[config.mk]
export PLATFORM = sky130hd
export DESIGN_NAME = calendar_date_period_adder
export DESIGN_NICKNAME = d
export VERILOG_FILES = /design/src/sv/cdpa_pkg.sv /design/src/sv/calendar_date_period_adder.sv /design/src/sv/cdpa_leap.sv
export SDC_FILE = /design/constraint.sdc
export NUM_CORES = 1
export LEC_CHECK = 0
export BUFFER_PORTS_ARGS = -buffer_cell sky130_fd_sc_hd__buf_2
export CAP_MARGIN = 20
export CORE_MARGIN = 5
export CORE_UTILIZATION = 29
export CTS_CLUSTER_SIZE = 10
export DETAILED_ROUTE_END_ITERATION = 10
export SYNTH_ARGS = -nofsm -noshare
export SYNTH_HDL_FRONTEND = slang
export SYNTH_HIERARCHICAL = 1
export SYNTH_SLANG_ARGS = --single-unit
[constraint.sdc]
create_clock -name i_clk -period 6.8 [get_ports i_clk]
set_clock_uncertainty 0.15 [all_clocks]
set_input_delay 0.34 -clock i_clk [delete_from_list [all_inputs] [get_ports i_clk]]
set_output_delay 0.34 -clock i_clk [all_outputs]
set_load 0.01 [all_outputs]
[src/sv/cdpa_pkg.sv]
// Shared types, constants and calendar helpers for the date period adder.
package cdpa_pkg;

    localparam logic OP_LOAD = 1'b0;
    localparam logic OP_ADD  = 1'b1;

    localparam logic [15:0] C_YEAR_MAX       = 16'hFFFF;
    localparam logic [3:0]  C_MONTHS_PER_YR  = 4'd12;
    localparam logic [3:0]  C_MONTH_FEB      = 4'd2;
    localparam logic [3:0]  C_MONTH_APR      = 4'd4;
    localparam logic [3:0]  C_MONTH_JUN      = 4'd6;
    localparam logic [3:0]  C_MONTH_SEP      = 4'd9;
    localparam logic [3:0]  C_MONTH_NOV      = 4'd11;
    localparam logic [4:0]  C_LEN_LONG       = 5'd31;
    localparam logic [4:0]  C_LEN_SHORT      = 5'd30;
    localparam logic [4:0]  C_LEN_FEB_LEAP   = 5'd29;
    localparam logic [4:0]  C_LEN_FEB_COMMON = 5'd28;

    // Divisibility by 25 of a 16-bit value: multiply by the inverse of 25
    // modulo 2^16 and check that the low half does not exceed 65535 / 25.
    localparam logic [15:0] C_INV25   = 16'd23593;
    localparam logic [15:0] C_LIM25   = 16'd2621;

    typedef struct packed {
        logic        operation;
        logic [15:0] year_field;
        logic [11:0] month_field;
        logic [15:0] day_field;
    } t_item;

    typedef struct packed {
        logic [15:0] year_out;
        logic [3:0]  month_out;
        logic [4:0]  day_out;
        logic        overflow;
        logic        invalid_load;
    } t_result;

    typedef enum logic [2:0] {
        S_IDLE,
        S_LOAD_CHK,
        S_ADD_YEAR,
        S_MONTH_WRAP,
        S_LEAP_WAIT,
        S_DAY_CARRY
    } t_state;

    function automatic logic [4:0] month_len(input logic [3:0] month, input logic leap);
        logic [4:0] len;
        case (month)
            C_MONTH_FEB: begin
                len = leap ? C_LEN_FEB_LEAP : C_LEN_FEB_COMMON;
            end
            C_MONTH_APR, C_MONTH_JUN, C_MONTH_SEP, C_MONTH_NOV: begin
                len = C_LEN_SHORT;
            end
            default: begin
                len = C_LEN_LONG;
            end
        endcase
        return len;
    endfunction

endpackage

[src/sv/calendar_date_period_adder.sv]
// Top level of the Gregorian date period adder: sequencer and date registers.
//
// The block holds one date (reset value January 1 of year 1) and takes one
// command beat when start is high and busy is low. A load beat checks the
// date in S_LOAD_CHK. An add beat adds the years in S_ADD_YEAR, then makes
// W month wraps in S_MONTH_WRAP, W = (month + month_field - 1) / 12, at
// most 342, waits in S_LEAP_WAIT, and makes D month carries in S_DAY_CARRY,
// at most about 2160 for a day_field of 65535. The day carry and the month
// wrap both run one step per cycle and share one saturating year incrementer;
// the day carry also subtracts the month length. The result beat sits
// on o_result for exactly one cycle, flagged by o_done, in the cycle after
// the last step; it cannot be held off, so the receiver must take it then.
// A new command may be issued in the same cycle as the result beat.
module calendar_date_period_adder (
    input  logic            i_clk,
    input  logic            i_rst_n,
    input  logic            start,
    output logic            busy,
    input  cdpa_pkg::t_item i_item,
    output logic            o_done,
    output cdpa_pkg::t_result o_result
);
    import cdpa_pkg::*;

    t_state      r_state,  n_state;
    t_item       r_item,   n_item;
    logic [15:0] r_year,   n_year;
    logic [3:0]  r_month,  n_month;
    logic [4:0]  r_day,    n_day;
    logic [16:0] r_acc,    n_acc;
    logic [12:0] r_mcnt,   n_mcnt;
    logic        r_ovf,    n_ovf;
    logic        r_done,   n_done;
    t_result     r_result, n_result;

    logic [15:0] w_leap_year;
    logic        w_leap;
    logic [15:0] w_year_inc;
    logic        w_year_sat;
    logic [16:0] w_year_sum;
    logic [4:0]  w_len;
    logic [4:0]  w_load_len;
    logic        w_load_ok;
    logic [3:0]  w_month_next;

    // The leap flag is registered, so it trails the year it was given. During
    // the command beat it looks at the incoming year so that the load check has
    // it ready in the next cycle.
    assign w_leap_year = (r_state == S_IDLE) ? i_item.year_field : r_year;

    cdpa_leap u_leap (
        .i_clk   (i_clk),
        .i_rst_n (i_rst_n),
        .i_year  (w_leap_year),
        .o_leap  (w_leap)
    );

    // Saturating one-year step, shared by the month wrap and the day carry.
    assign w_year_sat = (r_year == C_YEAR_MAX);
    assign w_year_inc = w_year_sat ? r_year : r_year + 16'd1;

    assign w_year_sum = {1'b0, r_year} + {1'b0, r_item.year_field};

    // Length of the current month. Only January follows a year change in
    // the day carry, and its length does not depend on the leap flag, so the
    // flag has caught up by the time February is reached.
    assign w_len = month_len(r_month, w_leap);

    assign w_month_next = (r_month >= C_MONTHS_PER_YR) ? 4'd1 : r_month + 4'd1;

    assign w_load_len = month_len(r_item.month_field[3:0], w_leap);
    assign w_load_ok  = (r_item.year_field != 16'd0) &&
                        (r_item.month_field >= 12'd1) &&
                        (r_item.month_field <= {8'd0, C_MONTHS_PER_YR}) &&
                        (r_item.day_field >= 16'd1) &&
                        (r_item.day_field <= {11'd0, w_load_len});

    always_comb begin
        n_state  = r_state;
        n_item   = r_item;
        n_year   = r_year;
        n_month  = r_month;
        n_day    = r_day;
        n_acc    = r_acc;
        n_mcnt   = r_mcnt;
        n_ovf    = r_ovf;
        n_done   = 1'b0;
        n_result = r_result;

        case (r_state)
            S_IDLE: begin
                if (start) begin
                    n_item  = i_item;
                    n_ovf   = 1'b0;
                    n_state = (i_item.operation == OP_ADD) ? S_ADD_YEAR : S_LOAD_CHK;
                end
            end

            S_LOAD_CHK: begin
                // A rejected load keeps and reports the stored date.
                if (w_load_ok) begin
                    n_year  = r_item.year_field;
                    n_month = r_item.month_field[3:0];
                    n_day   = r_item.day_field[4:0];
                end
                n_result.year_out     = w_load_ok ? r_item.year_field : r_year;
                n_result.month_out    = w_load_ok ? r_item.month_field[3:0] : r_month;
                n_result.day_out      = w_load_ok ? r_item.day_field[4:0] : r_day;
                n_result.overflow     = 1'b0;
                n_result.invalid_load = ~w_load_ok;
                n_done  = 1'b1;
                n_state = S_IDLE;
            end

            S_ADD_YEAR: begin
                if (w_year_sum[16]) begin
                    n_year = C_YEAR_MAX;
                    n_ovf  = 1'b1;
                end else begin
                    n_year = w_year_sum[15:0];
                end
                // Zero-based month count, and the day sum before carrying.
                n_mcnt  = {9'd0, r_month} + {1'b0, r_item.month_field} - 13'd1;
                n_acc   = {12'd0, r_day} + {1'b0, r_item.day_field};
                n_state = S_MONTH_WRAP;
            end

            S_MONTH_WRAP: begin
                if (r_mcnt >= {9'd0, C_MONTHS_PER_YR}) begin
                    n_mcnt = r_mcnt - {9'd0, C_MONTHS_PER_YR};
                    n_year = w_year_inc;
                    if (w_year_sat) begin
                        n_ovf = 1'b1;
                    end
                end else begin
                    n_month = r_mcnt[3:0] + 4'd1;
                    n_state = S_LEAP_WAIT;
                end
            end

            S_LEAP_WAIT: begin
                n_state = S_DAY_CARRY;
            end

            S_DAY_CARRY: begin
                if (r_acc > {12'd0, w_len}) begin
                    n_acc   = r_acc - {12'd0, w_len};
                    n_month = w_month_next;
                    if (r_month >= C_MONTHS_PER_YR) begin
                        n_year = w_year_inc;
                        if (w_year_sat) begin
                            n_ovf = 1'b1;
                        end
                    end
                end else begin
                    n_day = r_acc[4:0];
                    n_result.year_out     = r_year;
                    n_result.month_out    = r_month;
                    n_result.day_out      = r_acc[4:0];
                    n_result.overflow     = r_ovf;
                    n_result.invalid_load = 1'b0;
                    n_done  = 1'b1;
                    n_state = S_IDLE;
                end
            end

            default: begin
                n_state = S_IDLE;
            end
        endcase
    end

    // Control state and the stored date are reset; working registers are not.
    always_ff @(posedge i_clk) begin
        if (!i_rst_n) begin
            r_state <= S_IDLE;
            r_year  <= 16'd1;
            r_month <= 4'd1;
            r_day   <= 5'd1;
            r_done  <= 1'b0;
        end else begin
            r_state <= n_state;
            r_year  <= n_year;
            r_month <= n_month;
            r_day   <= n_day;
            r_done  <= n_done;
        end
    end

    always_ff @(posedge i_clk) begin
        r_item   <= n_item;
        r_acc    <= n_acc;
        r_mcnt   <= n_mcnt;
        r_ovf    <= n_ovf;
        r_result <= n_result;
    end

    assign busy     = (r_state != S_IDLE);
    assign o_done   = r_done;
    assign o_result = r_result;

endmodule

[src/sv/cdpa_leap.sv]
// Registered Gregorian leap-year test of a 16-bit year.
module cdpa_leap (
    input  logic        i_clk,
    input  logic        i_rst_n,
    input  logic [15:0] i_year,
    output logic        o_leap
);
    import cdpa_pkg::*;

    logic [31:0] w_prod;
    logic        w_div4;
    logic        w_div16;
    logic        w_div25;
    logic        n_leap;
    logic        r_leap;

    assign w_prod  = {16'd0, i_year} * {16'd0, C_INV25};
    assign w_div4  = (i_year[1:0] == 2'd0);
    assign w_div16 = (i_year[3:0] == 4'd0);
    assign w_div25 = (w_prod[15:0] <= C_LIM25);

    // Divisible by 400, or by 4 but not by 100.
    assign n_leap = (w_div16 & w_div25) | (w_div4 & ~w_div25);

    always_ff @(posedge i_clk) begin
        if (!i_rst_n) begin
            r_leap <= 1'b0;
        end else begin
            r_leap <= n_leap;
        end
    end

    assign o_leap = r_leap;

endmodule

Word level (Yosys, flattened, before mapping):

Index checks and enable logic that the tools add are counted.

* add/subtract/negate cells: 9
* $mul: 1
* $lt $le $gt $ge: 8
* eq/ne operators: 23
* mux-type cells: 39
* bitwise logic cells: 5
* reduce and logical (&&, ||, !) cells: 25

Operators by type and width (count)
* 2-to-1 mux 16 bit: 7
* case mux 16 bit (4 select lines): 1
* case mux 27 bit (2 select lines): 1
* case mux 17 bit (2 select lines): 1
* 2-to-1 mux 27 bit: 1
* case mux 13 bit (2 select lines): 1
* adder 16 x 16 -> 17 bit: 1
* adder 5 x 16 -> 17 bit: 1
* > comparator 17 x 5 -> 1 bit: 1
* 2-to-1 mux 17 bit: 1
* subtractor 17 x 5 -> 17 bit: 1
* adder 16 x 1 -> 16 bit (second input constant): 1
* == test 16 bit (second input constant): 1
* == test 4 x 3 -> 1 bit (second input constant): 4
* == test 4 bit (second input constant): 4
* greater-or-equal comparator 16 x 1 -> 1 bit (second input constant): 1
* <= comparator 16 x 12 -> 1 bit (second input constant): 1
* <= comparator 16 x 5 -> 1 bit: 1
* multiplier 16 x 15 -> 16 bit (second input constant): 1
* 2-to-1 mux 4 bit: 4
* nonzero test 16 bit: 1
* case mux 3 bit (5 select lines): 1
* inequality test 2 bit (second input constant): 7
* adder 4 x 12 -> 13 bit: 1
* other kinds (36): 65

* register bits: 132
* input port bits: 48
* output and inout port bits: 29
* word-level logic and storage cells: 127

Logic depth before layout (Yosys ltp):

Gate-level depths: netlist of run 1.

* word-level depth: 7
* mapped depth: 22
* depth with buffers taken out: 20

Hierarchy:

The synthesis of run 1 kept the hierarchy.

Modules (own cells, without submodules)
* calendar_date_period_adder: times used 1, cells an instance 904, area each 8572.0 µm², seq. area each 3643.5 µm²
* cdpa_leap: times used 1, cells an instance 164, area each 1656.6 µm², seq. area each 20.0 µm²

Worst setup path after synthesis of run 1:

Ideal clock, no wire load.

* path type: register -> register
* from: register r_state[2]
* to: register u_leap.r_leap (netlist: u_leap/o_leap)
* setup time: 0.131 ns
* arrival time: 5.189 ns
* required time: 6.519 ns
* slack: 1.331 ns
* stages on the path, launching flop included: 19
* buffers on the path: 3
* period minus slack after synthesis: 5.469 ns
* path through: dfxtp_1 clkbuf_1 nor3_1 clkbuf_1 clkbuf_1 nand2_1 nand2_1 ha_1 ha_1 inv_1 fa_1 fa_1 inv_1 fa_1 ha_1 ha_1 or3_2 a2111oi_1 a31oi_1

* longest elaborated chain between the ends: 7
* elaborated cells between the ends (all ways): 10
* those cells by class: 1 x mul; 1 x order compare; 1 x mux; 4 x bitwise; 3 x reduce/logical

RTL lines
* start: declaration: line calendar_date_period_adder.sv:25 `t_state r_state, n_state;`
* start signal: assignment: line calendar_date_period_adder.sv:182 `r_state <= n_state;`
* zero test 3 bit (*): line calendar_date_period_adder.sv:49 `assign w_leap_year = (r_state == S_IDLE) ? i_item.year_field : r_year;`
* 2-to-1 mux 16 bit (*): line calendar_date_period_adder.sv:49
* via w_leap_year[2]: line calendar_date_period_adder.sv:36 `logic [15:0] w_leap_year;`
* multiplier 16 x 15 -> 16 bit: line cdpa_leap.sv:17 `assign w_prod = {16'd0, i_year} * {16'd0, C_INV25};`
* <= comparator 16 x 12 -> 1 bit: line cdpa_leap.sv:20 `assign w_div25 = (w_prod[15:0] <= C_LIM25);`
* inverter 1 bit: line cdpa_leap.sv:23 `assign n_leap = (w_div16 & w_div25) | (w_div4 & ~w_div25);`
* bitwise AND 1 bit: line cdpa_leap.sv:23
* bitwise OR 1 bit (*): line cdpa_leap.sv:23
* end signal: assignment: line cdpa_leap.sv:29 `r_leap <= n_leap;`
* end: declaration: line cdpa_leap.sv:15 `logic r_leap;`

The timed path passes the listed nets; every way through them passes the cells marked *.
A chain may end at the register's enable or synchronous reset.

Worst setup path in the final report of run 1:

* from: register r_state[1]
* to: register u_leap.r_leap (netlist: u_leap/o_leap)

The elaborated chain is that of the path after synthesis.

==> flow_summary.yaml, run 1 <==
outcome:
  outcome: "finished clean"
layout:
  diodes: 0
  drive_gt1_share_pct: 13.2
  final_area_mm2: 0.0121
  area_delta_synth_final_pct: 18.2
  fin_nets: 1367
  fill_cells: 3556
power:
  p_leak_nw: 5.04
  power.total_w: 0.00322
  power_density_mw_per_mm2: 266
  ir_drop_mv: 0.263
timing:
  rsz0062_at_grt: "no"
  fin_hold_ws_ns: 0.146
  fin_crit_ns: 6.02
  finalCritPeriodShare_pct: 88.5
  setup_violations: 0
  slew_headroom_pct: 40.1
  fin_setup_tns_ns: 0
  worst_pin_slew_ns: 0.891
  drv_slew: 0
  max_freq_mhz: 166
  finalHoldViolations: 0
yosys:
  async_flop_share_pct: 0
  synth_top_area_share_pct: 29.9
  synth_flop_cell: "edfxtp_1"
  syn_area_per_cell_um2: 9.58
  synth_top_area_cell: "edfxtp_1"
  synth_area_leaders: "edfxtp_1 30%, ha_1 14%, dfxtp_1 5.9%"
  ys_ff_latch: 132
  ys_seq_area_share_pct: 35.8
  synth_edf_count: 102
  syn_inst: 1068
  syn_nets: 1253
  synth_cell_type_count: 83
  yosys_warnings: 6
  syn_area_mm2: 0.0102
clock_tree:
  cts_max_path_buffers: 2
  cts_buffers: 17
  clk_latency_ns: 0.43
  cts_root_buf: "clkbuf_16"
  cts_tree: "done"
  cts_max_level: 4
  clk_pin_slew_worst_paths_ns: 0.06
  cts_sinks: 132
floorplan:
  core_mm2: 0.0347
  floorplan.die_area_mm2: 0.0391
  rows: 68
  initial_core_util_pct: 29.5
  die_width_um: 198
  io_pins: 77
  die_y_um: 198
route:
  drc_errors: 0
  drtIter0Drc: 495
  wl_um: 28200
  vias: 8324
  dr.pass1.iters: 7
  avgViaCountPerCell: 5.04
  drt.antenna.violating_nets: 0
  avgRoutedWirePerCell_um: 17.1
global_routing:
  grt_util_met3_pct: 1.99
  grt_max_degree: 34
  use_met2_pct: 23.9
  top_usage_layer: "met2"
  antenna_found_initial: 0
  grt_pass1_wl_um: 45000
  grt_pass1_vias: 8304
  grtUsageMet1_pct: 19.9
  grt_overflow: 0
  grt_usage_pct: 14.5
critical_path:
  crit_required_ns: 6.96
  crit_fanout: 13
  r2r_cells: 16
  critPathCapture: "u_leap/o_leap$_SDFF_PN0_"
  timing.rr.start: "r_state[1]$_SDFFE_PN0P_"
  start_kind: "register"
  reg2reg_to: "u_leap/o_leap$_SDFF_PN0_"
  cpPeakStageDelay_ns: 0.60
  cp_cell_sequence: "nor3_2 > inv_1 > nand2_1 > nand2_1 > ha_1 > ha_1 > inv_1 > fa_1 > fa_1 > inv_1 > fa_1 > ha_1 > ha_1 > or3_2 > a2111oi_1 > a31oi_1"
  path_common_cell: "ha_1"
  arrival_ns: 6.18
  startpoint: "r_state[1]$_SDFFE_PN0P_"
  crit_type: "reg2reg"
  slowest_stage: "nor3_2"
  r2r_setup_slack_ns: 0.78
  critPathCaptureType: "register"
run:
  cap_violations: 0
place:
  placed_area_mm2: 0.0111
  dpl.hpwl_um: 21200
  place.gp.congestion: 0.872
  port_buffers: 76
hold_path:
  hp-class: "in2reg"
final cells by class:
type,instances,area (µm²),area share [%]
inverter,102,383,3.17
sequential,132,3660,30.3
tap,455,569,4.71
timing repair buffer,129,892,7.38
multi-input combinational,800,6040,49.9
clock buffer,17,425,3.52
clock inverter,15,123,1.01
how the worst min path moves through the flow:
| stage | depth (start not counted) | end | slack, ns | from |
|---|---|---|---|---|
| 3_5_place_dp | 1 | r_item[3]$_DFFE_PP_ | 0.37 | i_item[3] |
| 3_3_place_gp | 1 | r_item[24]$_DFFE_PP_ | 0.37 | i_item[24] |
| 2_1_floorplan | 0 | r_item[0]$_DFFE_PP_ | 0.29 | i_item[0] |
| 6_report | 3 | r_state[1]$_SDFFE_PN0P_ | 0.15 | i_item[44] |
| 5_1_grt | 2 | r_state[0]$_SDFFE_PN0P_ | 0.15 | start |
| 4_1_cts | 2 | r_state[0]$_SDFFE_PN0P_ | 0.12 | start |
metrics by stage:
stage	setup slack, ns	util (%)	std cells
2_1_floorplan	1.33	-	1068
3_3_place_gp	0.977	32.0	1573
3_5_place_dp	0.854	32.0	1573
4_1_cts	0.829	34.8	1649
5_1_grt	0.567	34.8	1650
6_report	0.782	34.8	1650
cells in the mapped netlist, drive strengths merged, types with 4 or more instances:
master  number
nand4       11
xor2        33
edfxtp     102
o31ai        6
or4          7
a211oi       6
a21o        15
and2         4
o221a        5
a21oi       51
ha         115
o21a        12
xnor2       34
mux2        17
o22a         4
a221oi       7
nand3       16
a31oi       21
o21bai       7
nor3        20
o21ai       62
nand2b       6
inv        100
o22ai        9
dfxtp       30
nor4        22
nand2      118
o211ai      16
clkbuf      20
nor2        67
nor2b       12
mux2i        6
and3        12
a41oi        4
or3          6
fa          22
buf         14
cells in the final DEF (no fill, tap or decap), types with 7 or more instances in the layout:
| cell | count |
|---|---|
| a21o_1 | 15 |
| a21oi_1 | 51 |
| a31oi_1 | 20 |
| and3_1 | 12 |
| buf_2 | 76 |
| buf_4 | 8 |
| clkbuf_16 | 17 |
| dfxtp_1 | 30 |
| dlygate4sd3_1 | 44 |
| edfxtp_1 | 102 |
| fa_1 | 22 |
| ha_1 | 115 |
| inv_1 | 100 |
| mux2_2 | 16 |
| nand2_1 | 118 |
| nand3_1 | 16 |
| nand4_1 | 11 |
| nor2_1 | 66 |
| nor2b_1 | 12 |
| nor3_1 | 18 |
| nor4_1 | 20 |
| o211ai_1 | 15 |
| o21a_1 | 12 |
| o21ai_0 | 60 |
| o21bai_1 | 7 |
| o22ai_1 | 9 |
| xnor2_1 | 33 |
| xor2_1 | 33 |
logic make-up after synthesis:
kind of cell | count (synthesis) | share of synthesized area [%]
AO/OA/AOI/OAI | 255 | 16.6
XOR/XNOR | 70 | 6.47
adder cells (fa/ha/maj) | 137 | 18.4
buffers and inverters | 136 | 5.24
flip-flops | 132 | 35.8
multiplexers | 23 | 2.50
AND/OR/NAND/NOR | 315 | 15.0
critical path: cells and delay by family, from the launching register on:
kind | cells | cell delay (ns)
compound gates | 2 | 0.50
fa+ha+maj | 7 | 2.89
buf+inv | 3 | 0.55
flops | 1 | 0.41
simple gates | 4 | 1.40
report_power, final:
| group | internal [W] | switching (W) |
|---|---|---|
| Combinational | 0.000638 | 0.000686 |
| Clock | 0.000476 | 0.000400 |
| Sequential | 0.000943 | 0.0000732 |
routing by layer:
layer  routed length, µm  share of wire (%)
met4                 372                1.3
met3                1160                4.1
met1               13400                 47
met2               13300                 47
met5                   0                  0
repair_timing:
item,in CTS,in global routing
endpoints found under the setup margin,0,0
endpoints found under the hold margin,44,0
buffers inserted,0,0
resized for setup,0,0
hold buffers,44,0
sequential cells by signal, indices dropped and copies added, names as in the netlist, 3 cells and up:
signal and cells:
r_item 44, o_result 27, r_acc 17, r_year 16, r_mcnt 13, r_day 5, r_month 4, r_state 3
(Power assumes the default switching activity.)
==> inputs of run 2 (changes only) <==
- clock period: 6.8 -> 6.96 ns (I/O delays scaled with it)
==> run 2 against run 1 <==
Against the previous run: register-to-register slack improved by 0.18 ns; clock-buffer cell count grew 2; global-route usage up 0.062 points; highest routed layer unchanged; cell count unchanged; design area rose by 0.84%.
==> flow_summary.yaml, run 2 (synthesized netlist as in run 1, its figures left out) <==
outcome:
  outcome: "finished clean"
timing:
  setup_slack_ns: 0.962
  setup_violations: 0
  fin_setup_tns_ns: 0
  finalHoldViolations: 0
  finalCritPeriodShare_pct: 86.2
  max_freq_mhz: 167
  fin_crit_ns: 6.00
  drv_slew: 0
  fin_hold_ws_ns: 0.160
  rsz0062_at_grt: "no"
  slew_headroom_pct: 42.6
  worst_pin_slew_ns: 0.860
layout:
  fin_nets: 1367
  diodes: 0
  layout_commonest_cell: "nand2_1"
  area_delta_synth_final_pct: 19.2
  largest_register: "r_item"
  final_util_pct: 35.1
  drive_gt1_share_pct: 13.2
  layout_common_cells: "118 x nand2_1, 115 x ha_1, 102 x edfxtp_1"
  largest_register_ffs: 44
route:
  vias: 8454
  avgRoutedWirePerCell_um: 17.1
  avgViaCountPerCell: 5.12
  drt-met1-wl_um: 13100
  drtIter0Drc: 540
  met2WireLength_um: 13300
  wl_um: 28300
  met3_length_um: 1390
  drc_errors: 0
  dr.pass1.iters: 6
  top_layer: "met4"
  drt.antenna.violating_nets: 0
critical_path:
  critPathBufInv: 3
  crit_required_ns: 7.12
  critPathCaptureType: "register"
  cp_top_family: "adder cells"
  start_kind: "register"
  arrival_ns: 6.15
  cpPeakStageDelay_ns: 0.57
  path_common_cell: "ha_1"
  cp_cell_sequence: "nor3_2 > inv_1 > nand2_1 > nand2_1 > ha_1 > ha_1 > inv_1 > fa_1 > fa_1 > inv_1 > fa_1 > ha_1 > ha_1 > or3_2 > a2111oi_1 > a31oi_1"
  slowest_stage: "nor3_2"
  crit_type: "reg2reg"
  crit_fanout: 13
floorplan:
  floorplan.die_area_mm2: 0.0391
  io_pins: 77
  die_y_um: 198
  initial_core_util_pct: 29.5
  die_width_um: 198
  rows: 68
  core_mm2: 0.0347
global_routing:
  grt_overflow: 0
  antenna_found_initial: 0
  grt_max_degree: 33
  grt_pass1_vias: 8448
  grt_usage_pct: 14.5
  grt_pass1_wl_um: 45600
power:
  p_sw_w: 0.00109
  ir_drop_mv: 0.181
  p_comb_share_pct: 39.2
  power.total_w: 0.00328
  p_leak_nw: 5.08
  swShare_pct: 33.3
  power.internal_w: 0.00219
  seqPwrFrac_pct: 30.3
  pwr-share-clk_pct: 30.5
  power_density_mw_per_mm2: 269
clock_tree:
  cts_buffers: 17
  cts_max_level: 4
  cts_max_path_buffers: 2
  clk_pin_slew_worst_paths_ns: 0.06
  cts_sinks: 132
  cts_root_buf: "clkbuf_16"
  clk_latency_ns: 0.43
  post-cts-setup-buffers: 0
  cts_tree: "done"
run:
  cap_violations: 0
place:
  pre_cts_ws_ns: 1.03
  port_buffers: 76
  place.gp.congestion: 0.888
  dpl.hpwl_um: 21200
hold_path:
  hp-class: "in2reg"
==> run 2: cell types whose count changed in the layout (fill, tap and decap cells not counted) <==
cell        delta
bufinv_16      +5
clkinv_2       +1
inv_6          -5
clkbuf_8       +1
clkinv_4       -1
clkbuf_1       +1
clkinvlp_4     +1
inv_8          -2
clkinv_1       -1
==> run 2: stage by stage <==
step	instances	instance area, µm²
3_3_place_gp	1573	11100
5_1_grt	1650	12200
2_1_floorplan	1068	10200
4_1_cts	1649	12200
6_report	1650	12200
3_5_place_dp	1573	11100
==> run 2: final timing paths <==
check             depth (start not counted)  slack, ns                       end                    start
setup / recovery                         16       0.96  u_leap/o_leap$_SDFF_PN0_  r_state[1]$_SDFFE_PN0P_
hold / removal                            2       0.16   r_state[0]$_SDFFE_PN0P_                    start
setup reg to reg                         16       0.96  u_leap/o_leap$_SDFF_PN0_  r_state[1]$_SDFFE_PN0P_
hold reg to reg                           1       0.41           r_ovf$_DFFE_PP_          r_ovf$_DFFE_PP_
==> run 2: routing by layer <==
layer | track usage [%] | up-vias
met5 | 0 | -
met4 | 4.39 | 0
met3 | 2.45 | 34
met2 | 24.2 | 238
met1 | 19.4 | 4054
li1 | - | 4128
==> run 2: timing repair <==
| action | CTS | global route |
|---|---|---|
| gates resized for setup | 0 | 0 |
| endpoints found under the hold margin | 44 | 0 |
| hold buffers | 44 | 0 |
==> run 2: power groups by stage <==
stage	clock [W]	sequential [W]	combinational (W)
after floorplan	0	0.000982	0.000997
after global placement	0	0.00101	0.00123
after detailed placement	0	0.00101	0.00128
after CTS	0.00102	0.000993	0.00131
after global routing	0.00105	0.00100	0.00149
final	0.00100	0.000994	0.00129
==> run 2: cell type report <==
type                            count  area [µm²]
Clock buffer                       19         443
Clock inverter                     13         206
Fill cell                        3556       22500
Inverter                          102         383
Multi-Input combinational cell    800        6040
Sequential cell                   132        3660
Tap cell                          455         569
Timing Repair Buffer              129         892
==> run 2: worst register-to-register path, cell delays in order (launching register included) <==
cell and delay [ns]:
dfxtp_1 0.40, nor3_2 0.57, inv_1 0.40, nand2_1 0.16
nand2_1 0.20, ha_1 0.39, ha_1 0.29, inv_1 0.06
fa_1 0.52, fa_1 0.55, inv_1 0.06, fa_1 0.48
ha_1 0.31, ha_1 0.33, or3_2 0.42, a2111oi_1 0.46
a31oi_1 0.13
==> inputs of run 3 (changes only) <==
- CORE_MARGIN: 5 -> not set
- MAX_ROUTING_LAYER: not set -> met4
==> run 3 against run 2 <==
Against the previous run: non-clock buffer count unchanged; total power increased by 0.21%; via count decreased by 1.1%; critical path depth increased by 1; wire length increased by 0.51%; utilization increased by 0.057 points; fmax increased by 5.2%; sequential power about the same; global-route usage increased by 2.2 points; first-iteration DRC count increased by 9.3%; highest routed layer unchanged.
==> flow_summary.yaml, run 3 (synthesized netlist as in run 1, its figures left out) <==
outcome:
  outcome: "finished clean"
power:
  ir_drop_mv: 0.365
  power_density_mw_per_mm2: 270
  p_leak_nw: 5.08
route:
  dr.pass1.iters: 5
  wl_um: 28400
  drtIter0Drc: 590
  drt.antenna.violating_nets: 0
  avgViaCountPerCell: 5.07
  drc_errors: 0
  avgRoutedWirePerCell_um: 17.2
  vias: 8359
clock_tree:
  post-cts-setup-buffers: 0
  clk_pin_slew_worst_paths_ns: 0.06
  cts_root_buf: "clkbuf_16"
  cts_tree: "done"
  cts_max_level: 4
  clk_latency_ns: 0.43
  cts_sinks: 132
  cts_max_path_buffers: 2
  cts_buffers: 17
timing:
  worst_pin_slew_ns: 0.916
  drv_slew: 0
  fin_setup_tns_ns: 0
  rsz0062_at_grt: "no"
  setup_violations: 0
  max_freq_mhz: 175
  finalHoldViolations: 0
  finalCritPeriodShare_pct: 81.9
  slew_headroom_pct: 39.0
  fin_crit_ns: 5.70
critical_path:
  cpPeakStageDelay_ns: 0.58
  slowest_stage: "dfxtp_1"
  crit_fanout: 21
  path_common_cell: "ha_1"
  start_kind: "register"
  arrival_ns: 5.87
  cp_cell_sequence: "nor3_2 > buf_4 > inv_1 > nand2_1 > nand2_1 > ha_1 > ha_1 > inv_1 > fa_1 > fa_1 > inv_1 > fa_1 > ha_1 > ha_1 > or3_2 > a2111oi_1 > a31oi_1"
  crit_required_ns: 7.12
  cp_top_family: "adder cells"
  crit_type: "reg2reg"
  critPathCaptureType: "register"
  critPathBufInv: 4
layout:
  largest_register: "r_item"
  layout_commonest_cell: "nand2_1"
  area_delta_synth_final_pct: 19.1
  largest_register_ffs: 44
  diodes: 0
  drive_gt1_share_pct: 13.2
  fin_nets: 1367
  layout_common_cells: "118 x nand2_1, 115 x ha_1, 102 x edfxtp_1"
  finalNonFillerCells: 1650
global_routing:
  grt_max_degree: 33
  grt_overflow: 0
  antenna_found_initial: 0
  grt_pass1_wl_um: 45800
  grt_usage_pct: 16.7
  grt_pass1_vias: 8466
floorplan:
  die_width_um: 190
  floorplan.die_area_mm2: 0.0360
  rows: 68
  die_y_um: 190
  initial_core_util_pct: 29.5
  core_mm2: 0.0346
  io_pins: 77
place:
  port_buffers: 76
  place.gp.congestion: 0.886
  placedCellCount: 1574
  dpl.hpwl_um: 21200
run:
  cap_violations: 0
hold_path:
  hp-class: "in2reg"
run 3: power breakdown:
part           internal (W)  leakage (nW)  switching, W  total, W
clock network      0.000631         0.314      0.000370   0.00100
registers          0.000922          1.20     0.0000734  0.000995
logic              0.000625          3.57      0.000668   0.00129
run 3: through the flow:
stage / utilization, % / setup slack (ns) / total power, W / instance area [µm²] / hold WS [ns]
3_3_place_gp: 32.1 / 1.34 / 0.00225 / 11100 / 0.376
5_1_grt: 35.2 / 0.948 / 0.00354 / 12200 / 0.126
3_5_place_dp: 32.1 / 1.25 / 0.00229 / 11100 / 0.376
6_report: 35.2 / 1.26 / 0.00329 / 12200 / 0.138
2_1_floorplan: - / 1.49 / 0.00198 / 10200 / 0.297
4_1_cts: 35.2 / 1.23 / 0.00332 / 12200 / 0.125
run 3: layout make-up:
class	count	area [µm²]
clock inverter	11	173
clock buffer	21	470
tap	455	569
fill	3514	22400
sequential	132	3660
multi-input combinational	800	6040
inverter	102	383
timing repair buffer	129	888
run 3: metal layers:
metal / global-route usage, % / vias to the layer above / part of all wire, %
li1: - / 4127 / -
met1: 21.5 / 3984 / 47
met2: 26.7 / 203 / 47
met3: 2.34 / 45 / 4.5
met4: 6.14 / 0 / 2.3
met5: - / - / 0
run 3: worst min-delay path, stage by stage:
cell and delay, ns:
buf_2 0.11, a32oi_1 0.10, nor3_1 0.11
run 3: worst paths after layout:
check	startpoint	end	slack, ns	cells past startpoint
max reg2reg	r_state[2]$_SDFFE_PN0P_	u_leap/o_leap$_SDFF_PN0_	1.26	17
min reg2reg	r_ovf$_DFFE_PP_	r_ovf$_DFFE_PP_	0.42	1
min	i_item[44]	r_state[1]$_SDFFE_PN0P_	0.14	3
max	r_state[2]$_SDFFE_PN0P_	u_leap/o_leap$_SDFF_PN0_	1.26	17
run 3: what timing repair did:
action | 4_1_cts | 5_1_grt
setup endpoints to repair | 0 | 0
hold buffers | 44 | 0
gates resized for setup | 0 | 0
hold endpoints to repair | 44 | 0
